<file path="config.mk">
export PLATFORM = sky130hd
export DESIGN_NAME = multi_endpoint_ring_fifo_top
export DESIGN_NICKNAME = d
export VERILOG_FILES = /design/src/merf_pkg.sv /design/src/merf_ram.sv /design/src/multi_endpoint_ring_fifo_top.sv
export VERILOG_INCLUDE_DIRS = /design/src /design/src/src
export SDC_FILE = /design/constraint.sdc
export NUM_CORES = 2
export LEC_CHECK = 0
export BUFFER_PORTS_ARGS = -buffer_cell sky130_fd_sc_hd__buf_2
export CAP_MARGIN = 20
export CELL_PAD_IN_SITES_DETAIL_PLACEMENT = 1
export CELL_PAD_IN_SITES_GLOBAL_PLACEMENT = 2
export CORE_ASPECT_RATIO = 2
export CORE_UTILIZATION = 36
export CTS_BUF_LIST = sky130_fd_sc_hd__clkbuf_2 sky130_fd_sc_hd__clkbuf_4 sky130_fd_sc_hd__clkbuf_8
export CTS_CLUSTER_DIAMETER = 30
export DETAILED_ROUTE_END_ITERATION = 7
export GPL_TIMING_DRIVEN = 0
export PLACE_DENSITY_LB_ADDON = 0.1
export SLEW_MARGIN = 20
export SYNTH_ARGS = -nofsm -noshare
export SYNTH_HDL_FRONTEND = slang
export SYNTH_HIERARCHICAL = 1
export SYNTH_SLANG_ARGS = --single-unit
</file>
<file path="constraint.sdc">
create_clock -name clk -period 4.5 [get_ports clk]
set_input_delay 0.9 -clock clk [delete_from_list [all_inputs] [get_ports clk]]
set_output_delay 0.9 -clock clk [all_outputs]
set_load 0.01 [all_outputs]
</file>
<file path="src/multi_endpoint_ring_fifo_top_macros.svh">
// assertion macros for the multi-endpoint ring fifo
// no dependencies; included by the modules that check their own logic
`ifndef MULTI_ENDPOINT_RING_FIFO_TOP_MACROS_SVH
`define MULTI_ENDPOINT_RING_FIFO_TOP_MACROS_SVH

// same-cycle implication
`define MERF_ASSERT_IMPL(lbl, clk, rst_n, ante, cons) \
	lbl: assert property (@(posedge clk) disable iff (!(rst_n)) (ante) |-> (cons)) \
		else $error("merf same-cycle check failed");

// next-cycle implication
`define MERF_ASSERT_NEXT(lbl, clk, rst_n, ante, cons) \
	lbl: assert property (@(posedge clk) disable iff (!(rst_n)) (ante) |=> (cons)) \
		else $error("merf next-cycle check failed");

`endif

</file>
<file path="src/merf_pkg.sv">
// shared constants, codes, types and helpers for the multi-endpoint ring fifo
// no dependencies
`default_nettype none

package merf_pkg;

	localparam int NUM_DATA_ENDPOINTS = 4;
	localparam int FIFO_DEPTH         = 64;
	localparam int NUM_EP             = NUM_DATA_ENDPOINTS + 1;

	localparam int PTR_W    = $clog2(FIFO_DEPTH);
	localparam int CNT_W    = $clog2(FIFO_DEPTH + 1);
	localparam int EP_IDX_W = $clog2(NUM_EP);
	localparam int MEM_DEPTH = NUM_EP * FIFO_DEPTH;
	localparam int ADDR_W   = $clog2(MEM_DEPTH);

	// fixed field widths
	localparam int ACT_W  = 2;
	localparam int EP_W   = 3;
	localparam int DATA_W = 8;
	localparam int FILL_W = 7;
	localparam int STAT_W = 2;
	localparam int MASK_W = 5;

	typedef enum logic [ACT_W-1:0] {
		ACT_WRITE = 2'd0,
		ACT_READ  = 2'd1,
		ACT_CLEAR = 2'd2,
		ACT_QUERY = 2'd3
	} action_t;

	typedef enum logic [STAT_W-1:0] {
		STATUS_OK       = 2'd0,
		STATUS_RD_EMPTY = 2'd1,
		STATUS_WR_FULL  = 2'd2
	} status_t;

	// result fields except the ram read data
	typedef struct packed {
		logic              rd_ok;
		logic [EP_W-1:0]   pend;
		logic              found;
		logic [FILL_W-1:0] fill;
		status_t           status;
	} result_t;

	function automatic logic [PTR_W-1:0] ptr_inc(input logic [PTR_W-1:0] ptr);
		logic [PTR_W-1:0] nxt;
		nxt = (ptr == PTR_W'(FIFO_DEPTH - 1)) ? '0 : ptr + PTR_W'(1);
		return nxt;
	endfunction

	function automatic logic [ADDR_W-1:0] mem_addr(input logic [EP_IDX_W-1:0] ep,
		input logic [PTR_W-1:0] ptr);
		logic [ADDR_W-1:0] base;
		base = ADDR_W'(ep) * ADDR_W'(FIFO_DEPTH);
		return base + ADDR_W'(ptr);
	endfunction

endpackage

`default_nettype wire

</file>
<file path="src/merf_ram.sv">
// generic simple dual-port ram: one write port, one read port with registered data
// no dependencies
`default_nettype none

module merf_ram #(
	parameter int WIDTH = 8,
	parameter int DEPTH = 64
) (
	input  wire logic                     clk,
	input  wire logic                     we,
	input  wire logic [$clog2(DEPTH)-1:0] waddr,
	input  wire logic [WIDTH-1:0]         wdata,
	input  wire logic                     re,
	input  wire logic [$clog2(DEPTH)-1:0] raddr,
	output      logic [WIDTH-1:0]         rdata
);

	logic [WIDTH-1:0] mem_q [DEPTH];

	always_ff @(posedge clk) begin
		if (we) begin
			mem_q[waddr] <= wdata;
		end
	end

	// read data holds while no read is issued
	always_ff @(posedge clk) begin
		if (re) begin
			rdata <= mem_q[raddr];
		end
	end

endmodule

`default_nettype wire

</file>
<file path="src/multi_endpoint_ring_fifo_top.sv">
// multi-endpoint byte ring fifo: per-endpoint pointers and counts, shared byte ram
// depends on merf_pkg, merf_ram and multi_endpoint_ring_fifo_top_macros.svh
//
//  channel | handshake             | payload
//  --------+-----------------------+------------------------------------------------
//  in      | in_valid / in_stall   | action, endpoint, data_in, direction
//  out     | out_valid / out_stall | data_out, pending_endpoint, found, fill_level,
//          |                       | status
//  cfg     | cfg_wr_en             | cfg_wr_data (endpoint direction mask)
//
// one request per cycle while in_stall is low; each result passes through the ram stage (the
// registered read of the byte ram) and then the output register after its request is taken.
// pointers and counts update in the accept cycle, so back-to-back requests to one
// endpoint see each other; a ram read of a slot always follows the ram write that filled it.
// arst_n clears all pointers, counts and the mask; ram contents are undefined.
// input stalls only while a result waits in the ram stage and the output is stalled.
`default_nettype none

`include "multi_endpoint_ring_fifo_top_macros.svh"

module multi_endpoint_ring_fifo_top (
	input  wire logic                          clk,
	input  wire logic                          arst_n,

	input  wire logic                          cfg_wr_en,
	input  wire logic [merf_pkg::MASK_W-1:0]   cfg_wr_data,

	input  wire logic                          in_valid,
	output      logic                          in_stall,
	input  wire logic [merf_pkg::ACT_W-1:0]    action,
	input  wire logic [merf_pkg::EP_W-1:0]     endpoint,
	input  wire logic [merf_pkg::DATA_W-1:0]   data_in,
	input  wire logic                          direction,

	output      logic                          out_valid,
	input  wire logic                          out_stall,
	output      logic [merf_pkg::DATA_W-1:0]   data_out,
	output      logic [merf_pkg::EP_W-1:0]     pending_endpoint,
	output      logic                          found,
	output      logic [merf_pkg::FILL_W-1:0]   fill_level,
	output      logic [merf_pkg::STAT_W-1:0]   status
);

	logic [merf_pkg::MASK_W-1:0] mask_q;
	logic [merf_pkg::PTR_W-1:0]  rd_ptr_q [merf_pkg::NUM_EP];
	logic [merf_pkg::PTR_W-1:0]  wr_ptr_q [merf_pkg::NUM_EP];
	logic [merf_pkg::CNT_W-1:0]  cnt_q    [merf_pkg::NUM_EP];

	logic                           valid_s1;
	merf_pkg::result_t              res_s1;
	logic                           out_valid_q;
	merf_pkg::result_t              out_res_q;
	logic [merf_pkg::DATA_W-1:0]    out_data_q;

	logic                           in_acc;
	logic                           adv_s1;
	logic                           ep_ok;
	logic [merf_pkg::EP_IDX_W-1:0]  ep_idx;
	logic [merf_pkg::CNT_W-1:0]     cur_cnt;
	logic [merf_pkg::PTR_W-1:0]     cur_rd;
	logic [merf_pkg::PTR_W-1:0]     cur_wr;
	logic                           is_full;
	logic                           is_empty;
	logic                           do_wr;
	logic                           do_rd;
	logic                           do_clr;
	logic [merf_pkg::CNT_W-1:0]     nxt_cnt;
	logic [merf_pkg::NUM_EP-1:0]    ep_dir;
	merf_pkg::result_t              res_d;
	logic [merf_pkg::DATA_W-1:0]    ram_rdata;

	assign adv_s1   = valid_s1 && (!out_valid_q || !out_stall);
	assign in_stall = valid_s1 && out_valid_q && out_stall;
	assign in_acc   = in_valid && !in_stall;

	// direction bits above the register width read as zero
	assign ep_dir = merf_pkg::NUM_EP'(mask_q);

	always_comb begin
		ep_ok    = (int'(endpoint) < merf_pkg::NUM_EP);
		ep_idx   = merf_pkg::EP_IDX_W'(endpoint);
		cur_cnt  = ep_ok ? cnt_q[ep_idx] : '0;
		cur_rd   = ep_ok ? rd_ptr_q[ep_idx] : '0;
		cur_wr   = ep_ok ? wr_ptr_q[ep_idx] : '0;
		is_full  = (cur_cnt == merf_pkg::CNT_W'(merf_pkg::FIFO_DEPTH));
		is_empty = (cur_cnt == '0);
		do_wr    = ep_ok && (action == merf_pkg::ACT_WRITE) && !is_full;
		do_rd    = ep_ok && (action == merf_pkg::ACT_READ) && !is_empty;
		do_clr   = ep_ok && (action == merf_pkg::ACT_CLEAR);
	end

	always_comb begin
		priority if (do_wr) begin
			nxt_cnt = cur_cnt + merf_pkg::CNT_W'(1);
		end else if (do_rd) begin
			nxt_cnt = cur_cnt - merf_pkg::CNT_W'(1);
		end else if (do_clr) begin
			nxt_cnt = '0;
		end else begin
			nxt_cnt = cur_cnt;
		end
	end

	// result fields; the scan runs high to low so the lowest match wins
	always_comb begin
		res_d        = '0;
		res_d.rd_ok  = do_rd;
		res_d.fill   = merf_pkg::FILL_W'(nxt_cnt);
		res_d.status = merf_pkg::STATUS_OK;
		if (ep_ok && (action == merf_pkg::ACT_WRITE) && is_full) begin
			res_d.status = merf_pkg::STATUS_WR_FULL;
		end
		if (ep_ok && (action == merf_pkg::ACT_READ) && is_empty) begin
			res_d.status = merf_pkg::STATUS_RD_EMPTY;
		end
		if (action == merf_pkg::ACT_QUERY) begin
			for (int i = merf_pkg::NUM_EP - 1; i >= 1; i--) begin
				if ((ep_dir[i] == direction) && (cnt_q[i] != '0)) begin
					res_d.pend  = merf_pkg::EP_W'(i);
					res_d.found = 1'b1;
				end
			end
		end
	end

	merf_ram #(
		.WIDTH(merf_pkg::DATA_W),
		.DEPTH(merf_pkg::MEM_DEPTH)
	) u_byte_ram (
		.clk   (clk),
		.we    (in_acc && do_wr),
		.waddr (merf_pkg::mem_addr(ep_idx, cur_wr)),
		.wdata (data_in),
		.re    (in_acc && do_rd),
		.raddr (merf_pkg::mem_addr(ep_idx, cur_rd)),
		.rdata (ram_rdata)
	);

	always_ff @(posedge clk or negedge arst_n) begin
		if (!arst_n) begin
			mask_q <= '0;
		end else if (cfg_wr_en) begin
			mask_q <= cfg_wr_data;
		end
	end

	always_ff @(posedge clk or negedge arst_n) begin
		if (!arst_n) begin
			for (int i = 0; i < merf_pkg::NUM_EP; i++) begin
				rd_ptr_q[i] <= '0;
				wr_ptr_q[i] <= '0;
				cnt_q[i]    <= '0;
			end
		end else if (in_acc) begin
			if (do_wr) begin
				wr_ptr_q[ep_idx] <= merf_pkg::ptr_inc(cur_wr);
				cnt_q[ep_idx]    <= nxt_cnt;
			end
			if (do_rd) begin
				rd_ptr_q[ep_idx] <= merf_pkg::ptr_inc(cur_rd);
				cnt_q[ep_idx]    <= nxt_cnt;
			end
			if (do_clr) begin
				rd_ptr_q[ep_idx] <= '0;
				wr_ptr_q[ep_idx] <= '0;
				cnt_q[ep_idx]    <= '0;
			end
		end
	end

	// ram stage
	always_ff @(posedge clk or negedge arst_n) begin
		if (!arst_n) begin
			valid_s1 <= 1'b0;
		end else if (in_acc) begin
			valid_s1 <= 1'b1;
		end else if (adv_s1) begin
			valid_s1 <= 1'b0;
		end
	end

	always_ff @(posedge clk) begin
		if (in_acc) begin
			res_s1 <= res_d;
		end
	end

	// output register
	always_ff @(posedge clk or negedge arst_n) begin
		if (!arst_n) begin
			out_valid_q <= 1'b0;
		end else if (adv_s1) begin
			out_valid_q <= 1'b1;
		end else if (!out_stall) begin
			out_valid_q <= 1'b0;
		end
	end

	always_ff @(posedge clk) begin
		if (adv_s1) begin
			out_res_q  <= res_s1;
			out_data_q <= res_s1.rd_ok ? ram_rdata : '0;
		end
	end

	assign out_valid        = out_valid_q;
	assign data_out         = out_data_q;
	assign pending_endpoint = out_res_q.pend;
	assign found            = out_res_q.found;
	assign fill_level       = out_res_q.fill;
	assign status           = out_res_q.status;

	`MERF_ASSERT_IMPL(a_cnt_bound, clk, arst_n, in_valid && ep_ok, cur_cnt <= merf_pkg::CNT_W'(merf_pkg::FIFO_DEPTH))
	`MERF_ASSERT_IMPL(a_stall_cause, clk, arst_n, in_stall, valid_s1 && out_valid_q)
	`MERF_ASSERT_NEXT(a_full_flag, clk, arst_n, in_acc && ep_ok && (action == merf_pkg::ACT_WRITE) && is_full, res_s1.status == merf_pkg::STATUS_WR_FULL)
	`MERF_ASSERT_IMPL(a_found_nonzero, clk, arst_n, valid_s1 && res_s1.found, res_s1.pend != '0)

endmodule

`default_nettype wire

</file>
==> impl_results.html <==
<table>
<tr><th>Metric</th><th>Value</th></tr>
<tr><th colspan="2">Worst hold path</th></tr>
<tr><td>Worst min-delay path category</td><td>in2reg</td></tr>
<tr><th colspan="2">Yosys</th></tr>
<tr><td>Synth top area share</td><td>0.734</td></tr>
<tr><td>Most used standard cells in the synthesized netlist</td><td>2,603 x sky130_fd_sc_hd__edfxtp_1, 592 x sky130_fd_sc_hd__mux4_2, 363 x sky130_fd_sc_hd__nor2_1, 298 x sky130_fd_sc_hd__mux2i_1, 162 x sky130_fd_sc_hd__clkbuf_1</td></tr>
<tr><td>Number of register bits inferred by synthesis</td><td>2,704</td></tr>
<tr><td>Most common cell in the netlist</td><td>sky130_fd_sc_hd__edfxtp_1</td></tr>
<tr><td>Largest area contributor in the synthesized netlist</td><td>sky130_fd_sc_hd__edfxtp_1</td></tr>
<tr><td>Avg Synthesized Cell Area</td><td>20.4 µm²</td></tr>
<tr><td>Post-Syn Nets</td><td>5,239</td></tr>
<tr><td>Number of distinct library cells after synthesis</td><td>87</td></tr>
<tr><td>Proportion of synthesized chip area in sequential cells</td><td>0.758</td></tr>
<tr><td>Count of warnings emitted by yosys</td><td>6</td></tr>
<tr><td>Cell area after synthesis</td><td>106,000 µm²</td></tr>
<tr><td>Post-synth EDFFs</td><td>2,603</td></tr>
<tr><td>Fraction of registers with async set/reset</td><td>0.0374</td></tr>
<tr><td>Largest cells by area after synthesis</td><td>sky130_fd_sc_hd__edfxtp_1 73%, sky130_fd_sc_hd__mux4_2 13%, sky130_fd_sc_hd__mux2i_1 2.8%, sky130_fd_sc_hd__dfrtp_1 2.4%, sky130_fd_sc_hd__nor2_1 1.3%</td></tr>
<tr><td>Cell count after synthesis</td><td>between 5,000 and 6,000</td></tr>
<tr><td>Prevailing post-synth register cell</td><td>sky130_fd_sc_hd__edfxtp_1</td></tr>
<tr><th colspan="2">Global route</th></tr>
<tr><td>Aggregate global routing overflow</td><td>0</td></tr>
<tr><td>Global-route met1 utilization</td><td>0.251</td></tr>
<tr><td>Layer with the highest usage</td><td>met2</td></tr>
<tr><td>Number of global-route vias before repair</td><td>~61,000</td></tr>
<tr><td>Met2 demand-to-capacity share in global routing</td><td>0.518</td></tr>
<tr><td>Initial antenna violation count</td><td>11</td></tr>
<tr><td>GRT Util Overall</td><td>0.261</td></tr>
<tr><td>Global-route track usage on met3</td><td>0.0301</td></tr>
<tr><td>First-pass GRT wire length</td><td>526 mm</td></tr>
<tr><td>Pin count of the biggest net entering global routing</td><td>roughly 120</td></tr>
<tr><th colspan="2">Cells and area</th></tr>
<tr><td>Fraction of final layout cells sized beyond drive strength 1</td><td>0.365</td></tr>
<tr><td>Post-synthesis to final-layout area growth</td><td>19.3%</td></tr>
<tr><td>Nets@finish</td><td>5,827</td></tr>
<tr><th colspan="2">Worst setup path</th></tr>
<tr><td>Worst path required time</td><td>5.39 ns</td></tr>
<tr><td>Maximum fanout along the worst path</td><td>11</td></tr>
<tr><td>Crit path arrival time</td><td>~5.6 ns</td></tr>
<tr><td>Path type of the worst setup path</td><td>in2reg</td></tr>
<tr><td>Endpoint type of the worst setup path</td><td>flop</td></tr>
<tr><td>Critical Path Start Type</td><td>input pin</td></tr>
<tr><th colspan="2">Die</th></tr>
<tr><td>Site row count</td><td>around 280</td></tr>
<tr><td>Die Span X</td><td>387 µm</td></tr>
<tr><td>Die area</td><td>298,000 µm²</td></tr>
<tr><td>Core region area</td><td>between 200,000 and 300,000 µm²</td></tr>
<tr><td>Initial standard-cell utilization of the core</td><td>0.361</td></tr>
<tr><td>IO Count</td><td>47</td></tr>
<tr><td>Die Span Y</td><td>771 µm</td></tr>
<tr><th colspan="2">STA</th></tr>
<tr><td>RSZ-0062 raised after global routing</td><td>true</td></tr>
<tr><td>Number of endpoints failing setup at the final stage</td><td>between 200 and 250</td></tr>
<tr><td>Slew headroom</td><td>0.0355</td></tr>
<tr><td>Min setup slack post-route</td><td>-0.188 ns</td></tr>
<tr><td>Number of pins exceeding their max-slew limit in the final report</td><td>0</td></tr>
<tr><td>Actual transition at the worst max-transition pin</td><td>1.45 ns</td></tr>
<tr><td>Fraction of the cycle the final worst path needs</td><td>1.04</td></tr>
<tr><td>Fin crit period</td><td>approximately 4.7 ns</td></tr>
<tr><td>F_max</td><td>0.213 GHz</td></tr>
<tr><td>Clock skew after layout</td><td>0.0722 ns</td></tr>
<tr><td>Hold Violations, Final</td><td>0</td></tr>
<tr><th colspan="2">Status</th></tr>
<tr><td>Violated checks</td><td>setup timing</td></tr>
<tr><td>Result of the run</td><td>complete, but fails checks</td></tr>
<tr><th colspan="2">Pwr</th></tr>
<tr><td>Leakage power of the design</td><td>38.7 nW</td></tr>
<tr><td>Peak ir drop on the vdd network</td><td>0.000249 V</td></tr>
<tr><td>Power density cells</td><td>about 440 nW/µm²</td></tr>
<tr><td>Total power of the final layout</td><td>between 50 and 60 mW</td></tr>
<tr><th colspan="2">Clock network</th></tr>
<tr><td>Maximum clock insertion buffer count</td><td>4</td></tr>
<tr><td>Clock transition time at the flip-flop clock pins of the worst setup and hold paths</td><td>0.06 ns</td></tr>
<tr><td>Total CTS buffers</td><td>447</td></tr>
<tr><td>CTS tree</td><td>built</td></tr>
<tr><td>Clock root buffer</td><td>sky130_fd_sc_hd__clkbuf_8</td></tr>
<tr><td>H-tree Lvls</td><td>5</td></tr>
<tr><td>Number of clock sinks</td><td>between 2,000 and 3,000</td></tr>
<tr><td>Clock insertion delay at the later pin of the skew report</td><td>1.08 ns</td></tr>
<tr><th colspan="2">Routing</th></tr>
<tr><td>Total via count after detailed routing</td><td>roughly 56,000</td></tr>
<tr><td>Detailed Route WL</td><td>391 mm</td></tr>
<tr><td>Number of DRC violations after detailed-routing iteration 0</td><td>4,127</td></tr>
<tr><td>Via count normalized by instance count</td><td>5.60</td></tr>
<tr><td>Wirelength per Cell</td><td>between 30 and 40 µm</td></tr>
<tr><td>Drt pass-1 iters</td><td>5</td></tr>
<tr><td>Antenna-violating nets left</td><td>0</td></tr>
<tr><td>Remaining DRCs</td><td>0</td></tr>
<tr><th colspan="2">Placed design</th></tr>
<tr><td>Total half-perimeter wirelength after legalization and detailed placement</td><td>282 mm</td></tr>
<tr><td>RD Place Congestion</td><td>0.894</td></tr>
<tr><td>Worst-case setup slack after placement</td><td>-4.42 ns</td></tr>
<tr><td>Port-buffer cells</td><td>44</td></tr>
<tr><th colspan="2">Flow run</th></tr>
<tr><td>Maximum capacitance violations</td><td>0</td></tr>
</table>
## cell type report
type	instances	area, µm²
antenna	12	30.0
multi-input combinational	2140	26800
clock buffer	544	6940
buffer	311	2900
sequential	2704	80700
fill	27300	168000
tap	3834	4800
clock inverter	256	2500
inverter	53	199
timing repair buffer	142	2160
## cell usage in the layout, fill, tap and decap left out, types with 57 or more instances in the layout
| cell type | instances |
|---|---|
| sky130_fd_sc_hd__nor2_4 | 191 |
| sky130_fd_sc_hd__a221oi_1 | 60 |
| sky130_fd_sc_hd__nand2_1 | 109 |
| sky130_fd_sc_hd__clkinv_1 | 88 |
| sky130_fd_sc_hd__dfrtp_1 | 101 |
| sky130_fd_sc_hd__edfxtp_1 | 2603 |
| sky130_fd_sc_hd__mux4_2 | 592 |
| sky130_fd_sc_hd__nor2_2 | 135 |
| sky130_fd_sc_hd__mux2i_1 | 269 |
| sky130_fd_sc_hd__clkbuf_2 | 75 |
| sky130_fd_sc_hd__clkbuf_4 | 124 |
| sky130_fd_sc_hd__a22oi_1 | 57 |
| sky130_fd_sc_hd__clkbuf_8 | 467 |
| sky130_fd_sc_hd__clkinv_2 | 58 |
| sky130_fd_sc_hd__buf_12 | 57 |
## critical path, stage by stage
cell and delay (ns):
sky130_fd_sc_hd__buf_12 0.16, sky130_fd_sc_hd__buf_6 0.19, sky130_fd_sc_hd__buf_8 0.18, sky130_fd_sc_hd__buf_8 0.19, sky130_fd_sc_hd__nor2b_2 0.30, sky130_fd_sc_hd__a22oi_1 0.13
sky130_fd_sc_hd__o22ai_2 0.25, sky130_fd_sc_hd__buf_6 0.25, sky130_fd_sc_hd__buf_4 0.33, sky130_fd_sc_hd__clkbuf_8 0.33, sky130_fd_sc_hd__nand3_4 0.23, sky130_fd_sc_hd__clkbuf_4 0.33
sky130_fd_sc_hd__a221oi_2 0.35, sky130_fd_sc_hd__o21ai_0 0.24, sky130_fd_sc_hd__a41oi_4 0.55, sky130_fd_sc_hd__a31oi_2 0.10, sky130_fd_sc_hd__o211ai_1 0.17, sky130_fd_sc_hd__a22o_1 0.33
## registers in the layout, indices dropped and copies added (netlist names), 3 cells and up, named ones only
signal and flops:
u_byte_ram/rdata 8, data_out 8, rd_ptr_q 30, pending_endpoint 3, fill_level 7, ep_dir 4
cnt_q 35, res_s1 14, u_byte_ram/mem_q 2560
## where the power goes
group	internal, mW	leakage (nW)	switching, mW
Clock	12.7	4.82	10.6
Combinational	2.04	9.14	3.24
Sequential	27.8	24.7	0.110
Total	42.5	38.7	13.9
## cell families (layout without fill, tap and decap cells)
group	count (synthesis)	in the layout	synth area share
flops	2704	2704	0.758
mux	904	904	0.155
simple gates	645	645	0.0267
compound gates	577	577	0.0412
buf+inv	367	1306	0.0181
xor+xnor	10	10	0.000823
fa+ha+maj	4	4	0.000470
other cells	0	12	0
## per-stage QoR
stage / setup TNS, ns / util / area [µm²] / std cells / hold slack, ns
after floorplan: 0 / - / 106000 / 5211 / 0.400
after global placement: - / 0.378 / 111000 / 9089 / 0.401
after detailed placement: -6581.84 / 0.385 / 113000 / 9151 / 0.406
after CTS: -32.42 / 0.427 / 126000 / 9968 / 0.0114
after global routing: -15.40 / 0.431 / 127000 / 9995 / 0.103
final: -15.34 / 0.431 / 127000 / 9996 / 0.151
## metal layers
metal	routed length (µm)	part of all wire
met1	124000	0.32
met2	224000	0.57
met3	13300	0.034
met4	28400	0.073
met5	0	0
## timing repair
item                       4_1_cts  5_1_grt
resized for setup              823      266
setup endpoints to repair     2582     2250
hold buffers                     8        0
hold endpoints to repair        50        0
pin swaps                       22       10
buffers inserted                11       16
## path summary, 6_finish.rpt
kind	startpoint	to	slack, ns	cells past startpoint
min in group asynchronous	arst_n	rd_ptr_q[3]$_DFFE_PN0P_	0.46	2
hold reg to reg	res_s1[10]$_SDFFCE_PP0P_	pending_endpoint[0]$_DFFE_PP_	0.42	0
max in group asynchronous	arst_n	async pin	3.33	3
hold / removal	cfg_wr_en	ep_dir[2]$_DFFE_PN0P_	0.15	2
setup / recovery	endpoint[2]	u_byte_ram/rdata[5]$_DFFE_PP_	-0.19	18
setup reg to reg	cnt_q[29]$_DFFE_PN0P_	u_byte_ram/mem_q[86][3]$_DFFE_PP_	0.01	16
Note: power is estimated with default switching activity, not from simulation.
